--- src/rtl/core/wce_pkg.sv ---
// ----------------------------------------------------------------------------
// wce_pkg
// Shared types, register map and defaults of the waveform column envelope.
// ----------------------------------------------------------------------------
package wce_pkg;

    localparam int SAMPLE_BITS_DEF = 16;
    localparam int COLUMN_BITS_DEF = 12;
    localparam int ROW_BITS_DEF    = 11;
    localparam int QUEUE_DEPTH     = 4;

    localparam int SPC_W  = 16;
    localparam int SW_W   = 13;
    localparam int TH_W   = 12;
    localparam int GAIN_W = 16;
    localparam int ADDR_W = 5;
    localparam int DATA_W = 32;

    localparam logic [SPC_W-1:0]  SPC_RST  = 16'd1;
    localparam logic [SW_W-1:0]   SW_RST   = 13'd800;
    localparam logic [TH_W-1:0]   TH_RST   = 12'd256;
    localparam logic [GAIN_W-1:0] GAIN_RST = 16'd4096;
    localparam logic              SHOW_RST = 1'b1;

    typedef enum logic [2:0] {
        REG_SPC  = 3'd0,
        REG_SW   = 3'd1,
        REG_TH   = 3'd2,
        REG_GAIN = 3'd3,
        REG_SHOW = 3'd4
    } reg_idx_t;

    typedef struct packed {
        logic [SPC_W-1:0]  samples_per_column;
        logic [SW_W-1:0]   screen_width;
        logic [TH_W-1:0]   track_height;
        logic [GAIN_W-1:0] gain;
        logic              show_clipping;
    } cfg_t;

endpackage

--- src/rtl/core/waveform_column_envelope_unit.sv ---
// ----------------------------------------------------------------------------
// waveform_column_envelope_unit
// Min/max peak decimator feeding a scrolling waveform display.
// ----------------------------------------------------------------------------
// The intake takes one sample per clock while the four-entry column queue has
// room, so with samples_per_column of 7 or more the block sustains one sample
// per cycle while results are popped. Each finished column takes the row
// mapper through a fetch, then product, span and row steps for max and then
// min on one shared multiply path; with shorter runs the mapper sets the pace
// and the queue absorbs bursts. A result waits in the output register until
// popped while the next column is mapped. Configuration takes effect at once
// and is meant to be written between streams.
module waveform_column_envelope_unit #(
    parameter int SAMPLE_BITS = wce_pkg::SAMPLE_BITS_DEF,
    parameter int COLUMN_BITS = wce_pkg::COLUMN_BITS_DEF,
    parameter int ROW_BITS    = wce_pkg::ROW_BITS_DEF
) (
    input  logic                          clk,
    input  logic                          rst_n,
    input  logic                          psel,
    input  logic                          penable,
    input  logic                          pwrite,
    input  logic [wce_pkg::ADDR_W-1:0]    paddr,
    input  logic [wce_pkg::DATA_W-1:0]    pwdata,
    output logic [wce_pkg::DATA_W-1:0]    prdata,
    output logic                          pready,
    input  logic                          push,
    output logic                          full,
    input  logic signed [SAMPLE_BITS-1:0] sample,
    input  logic                          pop,
    output logic                          empty,
    output logic [COLUMN_BITS-1:0]        column,
    output logic [ROW_BITS-1:0]           upper_row,
    output logic [ROW_BITS-1:0]           lower_row,
    output logic                          clipped
);
    import wce_pkg::*;

    localparam int ITEM_W = 2 * SAMPLE_BITS + 1 + COLUMN_BITS;

    cfg_t              cfg;
    logic              q_push, q_full, q_pop, q_empty;
    logic [ITEM_W-1:0] q_wdata, q_rdata;

    wce_regs u_regs (
        .clk     (clk),
        .rst_n   (rst_n),
        .psel    (psel),
        .penable (penable),
        .pwrite  (pwrite),
        .paddr   (paddr),
        .pwdata  (pwdata),
        .prdata  (prdata),
        .pready  (pready),
        .cfg     (cfg)
    );

    wce_front #(
        .SAMPLE_BITS (SAMPLE_BITS),
        .COLUMN_BITS (COLUMN_BITS),
        .ITEM_W      (ITEM_W)
    ) u_front (
        .clk    (clk),
        .rst_n  (rst_n),
        .cfg    (cfg),
        .push   (push),
        .full   (full),
        .sample (sample),
        .q_push (q_push),
        .q_full (q_full),
        .q_data (q_wdata)
    );

    wce_queue #(
        .WIDTH (ITEM_W),
        .DEPTH (QUEUE_DEPTH)
    ) u_queue (
        .clk   (clk),
        .rst_n (rst_n),
        .push  (q_push),
        .wdata (q_wdata),
        .full  (q_full),
        .pop   (q_pop),
        .rdata (q_rdata),
        .empty (q_empty)
    );

    wce_back #(
        .SAMPLE_BITS (SAMPLE_BITS),
        .COLUMN_BITS (COLUMN_BITS),
        .ROW_BITS    (ROW_BITS),
        .ITEM_W      (ITEM_W)
    ) u_back (
        .clk       (clk),
        .rst_n     (rst_n),
        .cfg       (cfg),
        .q_pop     (q_pop),
        .q_empty   (q_empty),
        .q_data    (q_rdata),
        .pop       (pop),
        .empty     (empty),
        .column    (column),
        .upper_row (upper_row),
        .lower_row (lower_row),
        .clipped   (clipped)
    );

endmodule

--- src/rtl/core/wce_regs.sv ---
// ----------------------------------------------------------------------------
// wce_regs
// APB-style configuration registers.
// ----------------------------------------------------------------------------
module wce_regs (
    input  logic                       clk,
    input  logic                       rst_n,
    input  logic                       psel,
    input  logic                       penable,
    input  logic                       pwrite,
    input  logic [wce_pkg::ADDR_W-1:0] paddr,
    input  logic [wce_pkg::DATA_W-1:0] pwdata,
    output logic [wce_pkg::DATA_W-1:0] prdata,
    output logic                       pready,
    output wce_pkg::cfg_t              cfg
);
    import wce_pkg::*;

    cfg_t     cfg_reg;
    reg_idx_t idx;
    logic     wr_en;

    assign idx    = reg_idx_t'(paddr[ADDR_W-1:2]);
    assign pready = 1'b1;
    assign wr_en  = psel && penable && pwrite && pready;
    assign cfg    = cfg_reg;

    always_ff @(posedge clk or negedge rst_n)
    begin
        if (!rst_n)
        begin
            cfg_reg.samples_per_column <= SPC_RST;
            cfg_reg.screen_width       <= SW_RST;
            cfg_reg.track_height       <= TH_RST;
            cfg_reg.gain               <= GAIN_RST;
            cfg_reg.show_clipping      <= SHOW_RST;
        end
        else if (wr_en)
        begin
            case (idx)
                REG_SPC:  cfg_reg.samples_per_column <= pwdata[SPC_W-1:0];
                REG_SW:   cfg_reg.screen_width       <= pwdata[SW_W-1:0];
                REG_TH:   cfg_reg.track_height       <= pwdata[TH_W-1:0];
                REG_GAIN: cfg_reg.gain               <= pwdata[GAIN_W-1:0];
                REG_SHOW: cfg_reg.show_clipping      <= pwdata[0];
                default:  ;
            endcase
        end
    end

    always_comb
    begin
        case (idx)
            REG_SPC:  prdata = DATA_W'(cfg_reg.samples_per_column);
            REG_SW:   prdata = DATA_W'(cfg_reg.screen_width);
            REG_TH:   prdata = DATA_W'(cfg_reg.track_height);
            REG_GAIN: prdata = DATA_W'(cfg_reg.gain);
            REG_SHOW: prdata = DATA_W'(cfg_reg.show_clipping);
            default:  prdata = '0;
        endcase
    end

endmodule

--- src/rtl/core/wce_front.sv ---
// ----------------------------------------------------------------------------
// wce_front
// Sample intake: folds each run into max, min and clip flag, tracks the
// column index and hands one envelope per run to the column queue.
// ----------------------------------------------------------------------------
module wce_front #(
    parameter int SAMPLE_BITS = wce_pkg::SAMPLE_BITS_DEF,
    parameter int COLUMN_BITS = wce_pkg::COLUMN_BITS_DEF,
    parameter int ITEM_W      = 2 * SAMPLE_BITS + 1 + COLUMN_BITS
) (
    input  logic                          clk,
    input  logic                          rst_n,
    input  wce_pkg::cfg_t                 cfg,
    input  logic                          push,
    output logic                          full,
    input  logic signed [SAMPLE_BITS-1:0] sample,
    output logic                          q_push,
    input  logic                          q_full,
    output logic [ITEM_W-1:0]             q_data
);
    import wce_pkg::*;

    localparam int CNW = (COLUMN_BITS + 1 > SW_W) ? COLUMN_BITS + 1 : SW_W;
    localparam logic signed [SAMPLE_BITS-1:0] FULL_POS =
        {2'b01, {(SAMPLE_BITS-2){1'b0}}};
    localparam logic signed [SAMPLE_BITS-1:0] FULL_NEG =
        {2'b11, {(SAMPLE_BITS-2){1'b0}}};

    logic signed [SAMPLE_BITS-1:0] max_reg, min_reg, max_next, min_next;
    logic                          clip_reg, clip_next;
    logic [SPC_W-1:0]              count_reg, count_inc, run_len;
    logic [COLUMN_BITS-1:0]        col_reg, col_next;
    logic [CNW-1:0]                col_inc, width_eff;
    logic                          accept, first, hit, run_end, wrap;

    assign full   = q_full;
    assign accept = push && !q_full;

    assign first = (count_reg == '0);
    assign hit   = (sample >= FULL_POS) || (sample <= FULL_NEG);

    always_comb
    begin
        if (first)
        begin
            max_next = sample;
            min_next = sample;
        end
        else
        begin
            max_next = (sample > max_reg) ? sample : max_reg;
            min_next = (sample < min_reg) ? sample : min_reg;
        end
    end

    assign clip_next = hit || (!first && clip_reg);

    // A run ends once the count reaches or passes the run length, also
    // after the run length was lowered below it; the count never wraps.
    assign count_inc = count_reg + SPC_W'(1);
    assign run_len   = (cfg.samples_per_column == '0) ? SPC_W'(1) : cfg.samples_per_column;
    assign run_end   = (count_inc >= run_len) || (count_inc == '0);

    assign col_inc   = CNW'(col_reg) + CNW'(1);
    assign width_eff = (cfg.screen_width == '0) ? CNW'(1) : CNW'(cfg.screen_width);
    assign wrap      = (col_inc >= width_eff) || col_inc[COLUMN_BITS];
    assign col_next  = wrap ? '0 : col_inc[COLUMN_BITS-1:0];

    assign q_push = accept && run_end;
    assign q_data = {col_reg, clip_next, min_next, max_next};

    always_ff @(posedge clk or negedge rst_n)
    begin
        if (!rst_n)
        begin
            max_reg   <= '0;
            min_reg   <= '0;
            clip_reg  <= 1'b0;
            count_reg <= '0;
            col_reg   <= '0;
        end
        else if (accept)
        begin
            max_reg <= max_next;
            min_reg <= min_next;
            if (run_end)
            begin
                count_reg <= '0;
                clip_reg  <= 1'b0;
                col_reg   <= col_next;
            end
            else
            begin
                count_reg <= count_inc;
                clip_reg  <= clip_next;
            end
        end
    end

endmodule

--- src/rtl/core/wce_queue.sv ---
// ----------------------------------------------------------------------------
// wce_queue
// Small first-in first-out buffer of finished column envelopes.
// ----------------------------------------------------------------------------
module wce_queue #(
    parameter int WIDTH = 45,
    parameter int DEPTH = wce_pkg::QUEUE_DEPTH
) (
    input  logic             clk,
    input  logic             rst_n,
    input  logic             push,
    input  logic [WIDTH-1:0] wdata,
    output logic             full,
    input  logic             pop,
    output logic [WIDTH-1:0] rdata,
    output logic             empty
);
    localparam int PW = (DEPTH > 1) ? $clog2(DEPTH) : 1;
    localparam int CW = $clog2(DEPTH + 1);

    logic [WIDTH-1:0] mem [DEPTH];
    logic [PW-1:0]    wr_ptr_reg, rd_ptr_reg;
    logic [CW-1:0]    count_reg;
    logic             do_push, do_pop;

    assign full    = (count_reg == CW'(DEPTH));
    assign empty   = (count_reg == '0);
    assign do_push = push && !full;
    assign do_pop  = pop && !empty;
    assign rdata   = mem[rd_ptr_reg];

    always_ff @(posedge clk)
    begin
        if (do_push)
        begin
            mem[wr_ptr_reg] <= wdata;
        end
    end

    always_ff @(posedge clk or negedge rst_n)
    begin
        if (!rst_n)
        begin
            wr_ptr_reg <= '0;
            rd_ptr_reg <= '0;
            count_reg  <= '0;
        end
        else
        begin
            if (do_push)
            begin
                wr_ptr_reg <= (wr_ptr_reg == PW'(DEPTH - 1)) ? '0 : wr_ptr_reg + PW'(1);
            end
            if (do_pop)
            begin
                rd_ptr_reg <= (rd_ptr_reg == PW'(DEPTH - 1)) ? '0 : rd_ptr_reg + PW'(1);
            end
            if (do_push && !do_pop)
            begin
                count_reg <= count_reg + CW'(1);
            end
            else if (do_pop && !do_push)
            begin
                count_reg <= count_reg - CW'(1);
            end
        end
    end

endmodule

--- src/rtl/core/wce_back.sv ---
// ----------------------------------------------------------------------------
// wce_back
// Row mapper: scales max then min by the gain, maps each to a pixel row of
// the odd draw height through one shared multiply path, and holds the
// finished result until it is taken.
// ----------------------------------------------------------------------------
module wce_back #(
    parameter int SAMPLE_BITS = wce_pkg::SAMPLE_BITS_DEF,
    parameter int COLUMN_BITS = wce_pkg::COLUMN_BITS_DEF,
    parameter int ROW_BITS    = wce_pkg::ROW_BITS_DEF,
    parameter int ITEM_W      = 2 * SAMPLE_BITS + 1 + COLUMN_BITS
) (
    input  logic                   clk,
    input  logic                   rst_n,
    input  wce_pkg::cfg_t          cfg,
    output logic                   q_pop,
    input  logic                   q_empty,
    input  logic [ITEM_W-1:0]      q_data,
    input  logic                   pop,
    output logic                   empty,
    output logic [COLUMN_BITS-1:0] column,
    output logic [ROW_BITS-1:0]    upper_row,
    output logic [ROW_BITS-1:0]    lower_row,
    output logic                   clipped
);
    import wce_pkg::*;

    localparam int PW = SAMPLE_BITS + 17;
    localparam int DW = PW + 1;
    localparam int XW = DW + ROW_BITS + 1;
    localparam int SH = SAMPLE_BITS + 11;
    localparam int HW = (ROW_BITS > TH_W) ? ROW_BITS : TH_W;

    localparam logic signed [DW-1:0] ONE =
        {{(DW-SAMPLE_BITS-11){1'b0}}, 1'b1, {(SAMPLE_BITS+10){1'b0}}};
    localparam logic signed [XW-1:0] ROUND = {{(XW-SH){1'b0}}, {SH{1'b1}}};
    localparam logic [HW-1:0] HMAX = HW'((64'd1 << ROW_BITS) - 64'd1);

    typedef enum logic [1:0] {
        S_IDLE,
        S_PROD,
        S_SPAN,
        S_ROW
    } state_t;

    state_t                        state_reg;
    logic                          sel_reg;
    logic signed [SAMPLE_BITS-1:0] max_reg, min_reg, operand;
    logic                          clip_item_reg;
    logic [COLUMN_BITS-1:0]        col_item_reg;
    logic signed [PW-1:0]          prod_reg, prod_next;
    logic signed [DW-1:0]          diff;
    logic signed [XW-1:0]          span_reg, span_next, floor_v, ceil_v, row_raw, h_x;
    logic [ROW_BITS-1:0]           row, upper_tmp_reg;
    logic [HW-1:0]                 th_w, th_odd, h_full;
    logic [ROW_BITS-1:0]           h;
    logic                          out_valid_reg, out_free, out_write;
    logic [COLUMN_BITS-1:0]        col_out_reg;
    logic [ROW_BITS-1:0]           upper_out_reg, lower_out_reg;
    logic                          clip_out_reg;

    // Draw height: drop one if even and nonzero, limit to the row range.
    assign th_w   = HW'(cfg.track_height);
    assign th_odd = (th_w != '0 && !th_w[0]) ? th_w - HW'(1) : th_w;
    assign h_full = (th_odd > HMAX) ? HMAX : th_odd;
    assign h      = h_full[ROW_BITS-1:0];
    assign h_x    = $signed({{(XW-ROW_BITS){1'b0}}, h});

    assign operand   = sel_reg ? min_reg : max_reg;
    assign prod_next = operand * $signed({1'b0, cfg.gain});
    assign diff      = ONE - prod_reg;
    assign span_next = $signed({1'b0, h}) * diff;

    // Upper rounds down, lower rounds up.
    assign floor_v = span_reg >>> SH;
    assign ceil_v  = (span_reg + ROUND) >>> SH;
    assign row_raw = sel_reg ? ceil_v : floor_v;

    always_comb
    begin
        if (row_raw < 0)
        begin
            row = '0;
        end
        else if (row_raw > h_x)
        begin
            row = h;
        end
        else
        begin
            row = row_raw[ROW_BITS-1:0];
        end
    end

    assign q_pop     = (state_reg == S_IDLE) && !q_empty;
    assign out_free  = !out_valid_reg || pop;
    assign out_write = (state_reg == S_ROW) && sel_reg && out_free;

    assign empty     = !out_valid_reg;
    assign column    = col_out_reg;
    assign upper_row = upper_out_reg;
    assign lower_row = lower_out_reg;
    assign clipped   = clip_out_reg;

    always_ff @(posedge clk or negedge rst_n)
    begin
        if (!rst_n)
        begin
            state_reg     <= S_IDLE;
            sel_reg       <= 1'b0;
            max_reg       <= '0;
            min_reg       <= '0;
            clip_item_reg <= 1'b0;
            col_item_reg  <= '0;
            prod_reg      <= '0;
            span_reg      <= '0;
            upper_tmp_reg <= '0;
            out_valid_reg <= 1'b0;
            col_out_reg   <= '0;
            upper_out_reg <= '0;
            lower_out_reg <= '0;
            clip_out_reg  <= 1'b0;
        end
        else
        begin
            // Drop the taken result unless a new one replaces it now.
            if (pop && out_valid_reg && !out_write)
            begin
                out_valid_reg <= 1'b0;
            end
            case (state_reg)
                S_IDLE:
                begin
                    if (!q_empty)
                    begin
                        max_reg       <= q_data[SAMPLE_BITS-1:0];
                        min_reg       <= q_data[2*SAMPLE_BITS-1:SAMPLE_BITS];
                        clip_item_reg <= q_data[2*SAMPLE_BITS];
                        col_item_reg  <= q_data[ITEM_W-1:2*SAMPLE_BITS+1];
                        sel_reg       <= 1'b0;
                        state_reg     <= S_PROD;
                    end
                end
                S_PROD:
                begin
                    prod_reg  <= prod_next;
                    state_reg <= S_SPAN;
                end
                S_SPAN:
                begin
                    span_reg  <= span_next;
                    state_reg <= S_ROW;
                end
                S_ROW:
                begin
                    if (!sel_reg)
                    begin
                        upper_tmp_reg <= row;
                        sel_reg       <= 1'b1;
                        state_reg     <= S_PROD;
                    end
                    else if (out_write)
                    begin
                        col_out_reg   <= col_item_reg;
                        upper_out_reg <= upper_tmp_reg;
                        lower_out_reg <= row;
                        clip_out_reg  <= clip_item_reg && cfg.show_clipping;
                        out_valid_reg <= 1'b1;
                        state_reg     <= S_IDLE;
                    end
                end
                default:
                begin
                    state_reg <= S_IDLE;
                end
            endcase
        end
    end

    a_pop_only_idle: assert property (@(posedge clk) disable iff (!rst_n)
        q_pop |-> (state_reg == S_IDLE) && !q_empty)
        else $error("column queue read outside idle");

    a_rows_ordered: assert property (@(posedge clk) disable iff (!rst_n)
        out_valid_reg |-> (upper_out_reg <= lower_out_reg) && (lower_out_reg <= h))
        else $error("envelope rows out of order or beyond draw height");

    a_result_from_row: assert property (@(posedge clk) disable iff (!rst_n)
        $rose(out_valid_reg) |-> $past(state_reg == S_ROW && sel_reg))
        else $error("result loaded outside the lower row step");

endmodule

--- config.mk ---
export PLATFORM = sky130hd
export DESIGN_NAME = waveform_column_envelope_unit
export DESIGN_NICKNAME = d
export VERILOG_FILES = /design/src/rtl/core/wce_pkg.sv /design/src/rtl/core/waveform_column_envelope_unit.sv /design/src/rtl/core/wce_regs.sv /design/src/rtl/core/wce_front.sv /design/src/rtl/core/wce_queue.sv /design/src/rtl/core/wce_back.sv
export SDC_FILE = /design/constraint.sdc
export NUM_CORES = 2
export LEC_CHECK = 0
export BUFFER_PORTS_ARGS = -buffer_cell sky130_fd_sc_hd__buf_4
export CAP_MARGIN = 15
export CORE_MARGIN = 2
export CORE_UTILIZATION = 51
export CTS_BUF_LIST = sky130_fd_sc_hd__clkbuf_2 sky130_fd_sc_hd__clkbuf_4 sky130_fd_sc_hd__clkbuf_8
export DETAILED_ROUTE_END_ITERATION = 8
export GPL_TIMING_DRIVEN = 0
export PLACE_DENSITY = 0.73
export SLEW_MARGIN = 20
export SYNTH_ARGS = -nofsm -noshare
export SYNTH_HDL_FRONTEND = slang
export SYNTH_HIERARCHICAL = 1
export SYNTH_SLANG_ARGS = --single-unit
--- constraint.sdc ---
create_clock -name clk -period 24.5 [get_ports clk]
set_input_delay 4.9 -clock clk [delete_from_list [all_inputs] [get_ports clk]]
set_output_delay 4.9 -clock clk [all_outputs]
set_load 0.01 [all_outputs]
==> summary.txt <==
Global routing
  • Total global routing overflow: 0
  • All-Layer GR Usage: between 20% and 30%
  • First-pass GRT wire length: 188.0 mm
  • Initial antenna violation count: 3
  • Vias in the first global route: ~34,000
  • Largest net degree at the start of global routing: 90

Yosys
  • Synthesized cell area: between 40,000 and 50,000 um^2
  • Cell variety after synth: 96
  • Post-synth ARST share: between 60% and 70%
  • Synth Register Bits: 480
  • Synth warn: 6
  • Most used DFF post-synth: dfrtp_1
  • Register area share after synthesis: between 20% and 30%
  • Post-Synthesis Cells: about 4,400
  • Number of enable flip-flop cells after synthesis: 180
  • Syn_area_per_cell: about 10 um^2

Floorplan
  • Initial Utilization: 51.38%
  • Die area: about 91,000 um^2
  • Die Span Y: roughly 300 um
  • Die X: between 300 and 400 um
  • Ports: 130
  • Cell row count: ~110
  • Placeable Area: between 80,000 and 90,000 um^2

Timing
  • Part of the cycle the worst path needs: about 45%
  • RSZ-0062 raised after global routing: false
  • Fmax: approximately 90 MHz
  • Post-Route Setup TNS: 0 ps
  • Max Clock Skew: between 40 and 50 ps
  • Least-Margin Pin Slew: 1179 ps
  • Relative slew margins: 19.17%
  • Crit path time final: 11,100 ps
  • Final hold violation count: 0
  • Max-slew violation count: 0
  • Final setup viols: 0

Outcome
  • Status: finished, final reports clean

Clocking
  • # H-tree levels: 3
  • CTS tree: done
  • Clock Latency Late Sink: between 700 and 800 ps
  • Num Clock Sinks: 480
  • Post-CTS Setup Bufs: 0
  • Hold_buf cts: 0
  • Reg clk slew, reported paths: approximately 60 ps
  • Root buffer cell: clkbuf_8
  • CTS max path bufs: 3
  • Post-CTS sizing: 0
  • CTS buffer count: just under 80

Finish
  • Layout cells sized above 1: a little over an eighth
  • Max reg flops: 180
  • Fillers: approximately 7,500
  • Commonest non-fill, non-tap cell in the layout: inv_1
  • Layout area overhead: 8.950%
  • Multi-input logic area: between 20,000 and 30,000 um^2
  • Nets: roughly 5,500
  • Register Area: 12,920 um^2
  • Most frequent cells in the layout: inv_1, nand2_1, fa_1, ha_1, dfrtp_1

Placed design
  • Final RePlAce weighted congestion: approximately 0.95
  • Count of buffers from port buffering: 94
  • Detailed Place HPWL: ~94 mm

Critical path
  • Critical path class: input pin to output pin
  • Element type at the critical path start: input pin
  • Critical-path maximum fanout: 10
  • CP Data Arrival Time: 6200 ps
  • Crit end category: output pin
  • Req. time, crit path: 19,600 ps

Job
  • Max-Cap Viols: 0

Min path
  • Worst hold path class: flip-flop to flip-flop

Route
  • Vias per cell: 5.604
  • DRC: 0
  • DR iter-0 viols: roughly 2,800
  • DRT Pass-1 Iters: 6
  • Vias post-DR: around 33,000
  • Final antenna-violating net count: 0
  • DR WL/cell: just over 20 um
  • Total Wirelength: 119.4 mm
==> area by class of cell <==
type / count / share of cell area [%]
diodes: 3 / 0.01520
plain buffers: 219 / 2.133
clock buffers: 113 / 2.832
clock inverters: 28 / 0.5269
inverters: 739 / 5.616
multi-input cells: 3005 / 58.03
flip-flops and latches: 480 / 26.16
well taps: 1165 / 2.951
repair buffers: 101 / 1.738
==> stage by stage <==
| stage | cells | setup slack, ps | utilization, % | cell area [um^2] | hold slack [ps] |
|---|---|---|---|---|---|
| after CTS | 5850 | 13410 | 55.97 | 49380 | 474.8 |
| after global placement | 5702 | 13420 | 53.90 | 47560 | 453.5 |
| final | 5853 | 13400 | 55.98 | 49400 | 476.8 |
| after floorplan | 4443 | 13850 | - | 45390 | 434.8 |
| after detailed placement | 5709 | 13410 | 54.09 | 47730 | 460.6 |
| after global routing | 5852 | 13360 | 55.98 | 49390 | 488.2 |
==> synth_stat cells, types with 8 or more instances <==
cell type	n	share of area (%)
clkbuf_1	155	1.3
xor2_1	43	0.83
mux2_4	32	1.1
buf_6	13	0.32
mux4_2	56	2.8
dfrtp_1	293	16
a211oi_1	16	0.26
buf_1	8	0.066
or4_1	12	0.20
or3_1	17	0.23
xnor2_1	82	1.6
nor4_1	27	0.37
ha_1	307	8.5
o21ai_0	84	0.93
buf_2	16	0.18
nor2b_1	146	2.0
o21bai_1	16	0.26
o311ai_0	11	0.21
fa_1	518	23
o21a_1	20	0.33
a21boi_0	8	0.13
a21oi_1	100	1.1
nand2b_1	31	0.43
edfxtp_1	180	12
o211ai_1	19	0.31
and2_1	77	1.1
nand4_1	28	0.39
a21o_1	59	0.98
mux2_2	180	4.5
nand3_1	49	0.54
nor3_1	52	0.57
inv_1	736	6.1
nand2_1	647	5.4
a22o_1	8	0.15
a31oi_1	17	0.23
o31ai_1	41	0.68
and3_1	17	0.23
mux2i_1	13	0.29
or2_2	19	0.26
nor2_1	116	0.96
buf_4	26	0.43
nor3b_1	12	0.20
==> worst paths after layout <==
path,from,to,slack (ps),cells after the start
worst max-delay path,paddr[2],prdata[6],13400,5
worst min-delay path,u_back/upper_tmp_reg[4],u_back/upper_row[4],480,2
worst max register to register,u_regs/cfg[17],u_back/span_reg[41],14810,28
worst min register to register,u_back/upper_tmp_reg[4],u_back/upper_row[4],480,2
max in group asynchronous,rst_n,u_back/span_reg[0],19070,3
min in group asynchronous,rst_n,u_front/min_reg[6],4090,1
==> layer usage <==
layer / GRT usage [%] / share of wire (%) / vias up
li1: - / - / 14760
met1: 36.56 / 42 / 16420
met2: 43.05 / 47 / 1412
met3: 4.496 / 7.7 / 206
met4: 8.392 / 3.2 / 0
met5: 0 / 0 / -
==> worst max-delay path: stages <==
cell and delay, ps:
buf_4 120, buf_4 200, mux4_2 340, nor2b_1 420, buf_4 210
==> cell families (layout without fill, tap and decap cells) <==
| group | Yosys count | count (layout) | synth area share (%) |
|---|---|---|---|
| other cells | 2 | 20 | 0.01656 |
| buf+inv | 958 | 1200 | 8.442 |
| flops | 480 | 480 | 28.50 |
| fa+ha+maj | 825 | 825 | 31.34 |
| mux | 282 | 282 | 8.624 |
| simple gates | 1292 | 1292 | 13.75 |
| xor+xnor | 126 | 126 | 2.451 |
| compound gates | 463 | 463 | 6.874 |
Power is not shown: default switching activity piles up to over one toggle a cycle in this logic, so the estimate is an artifact.
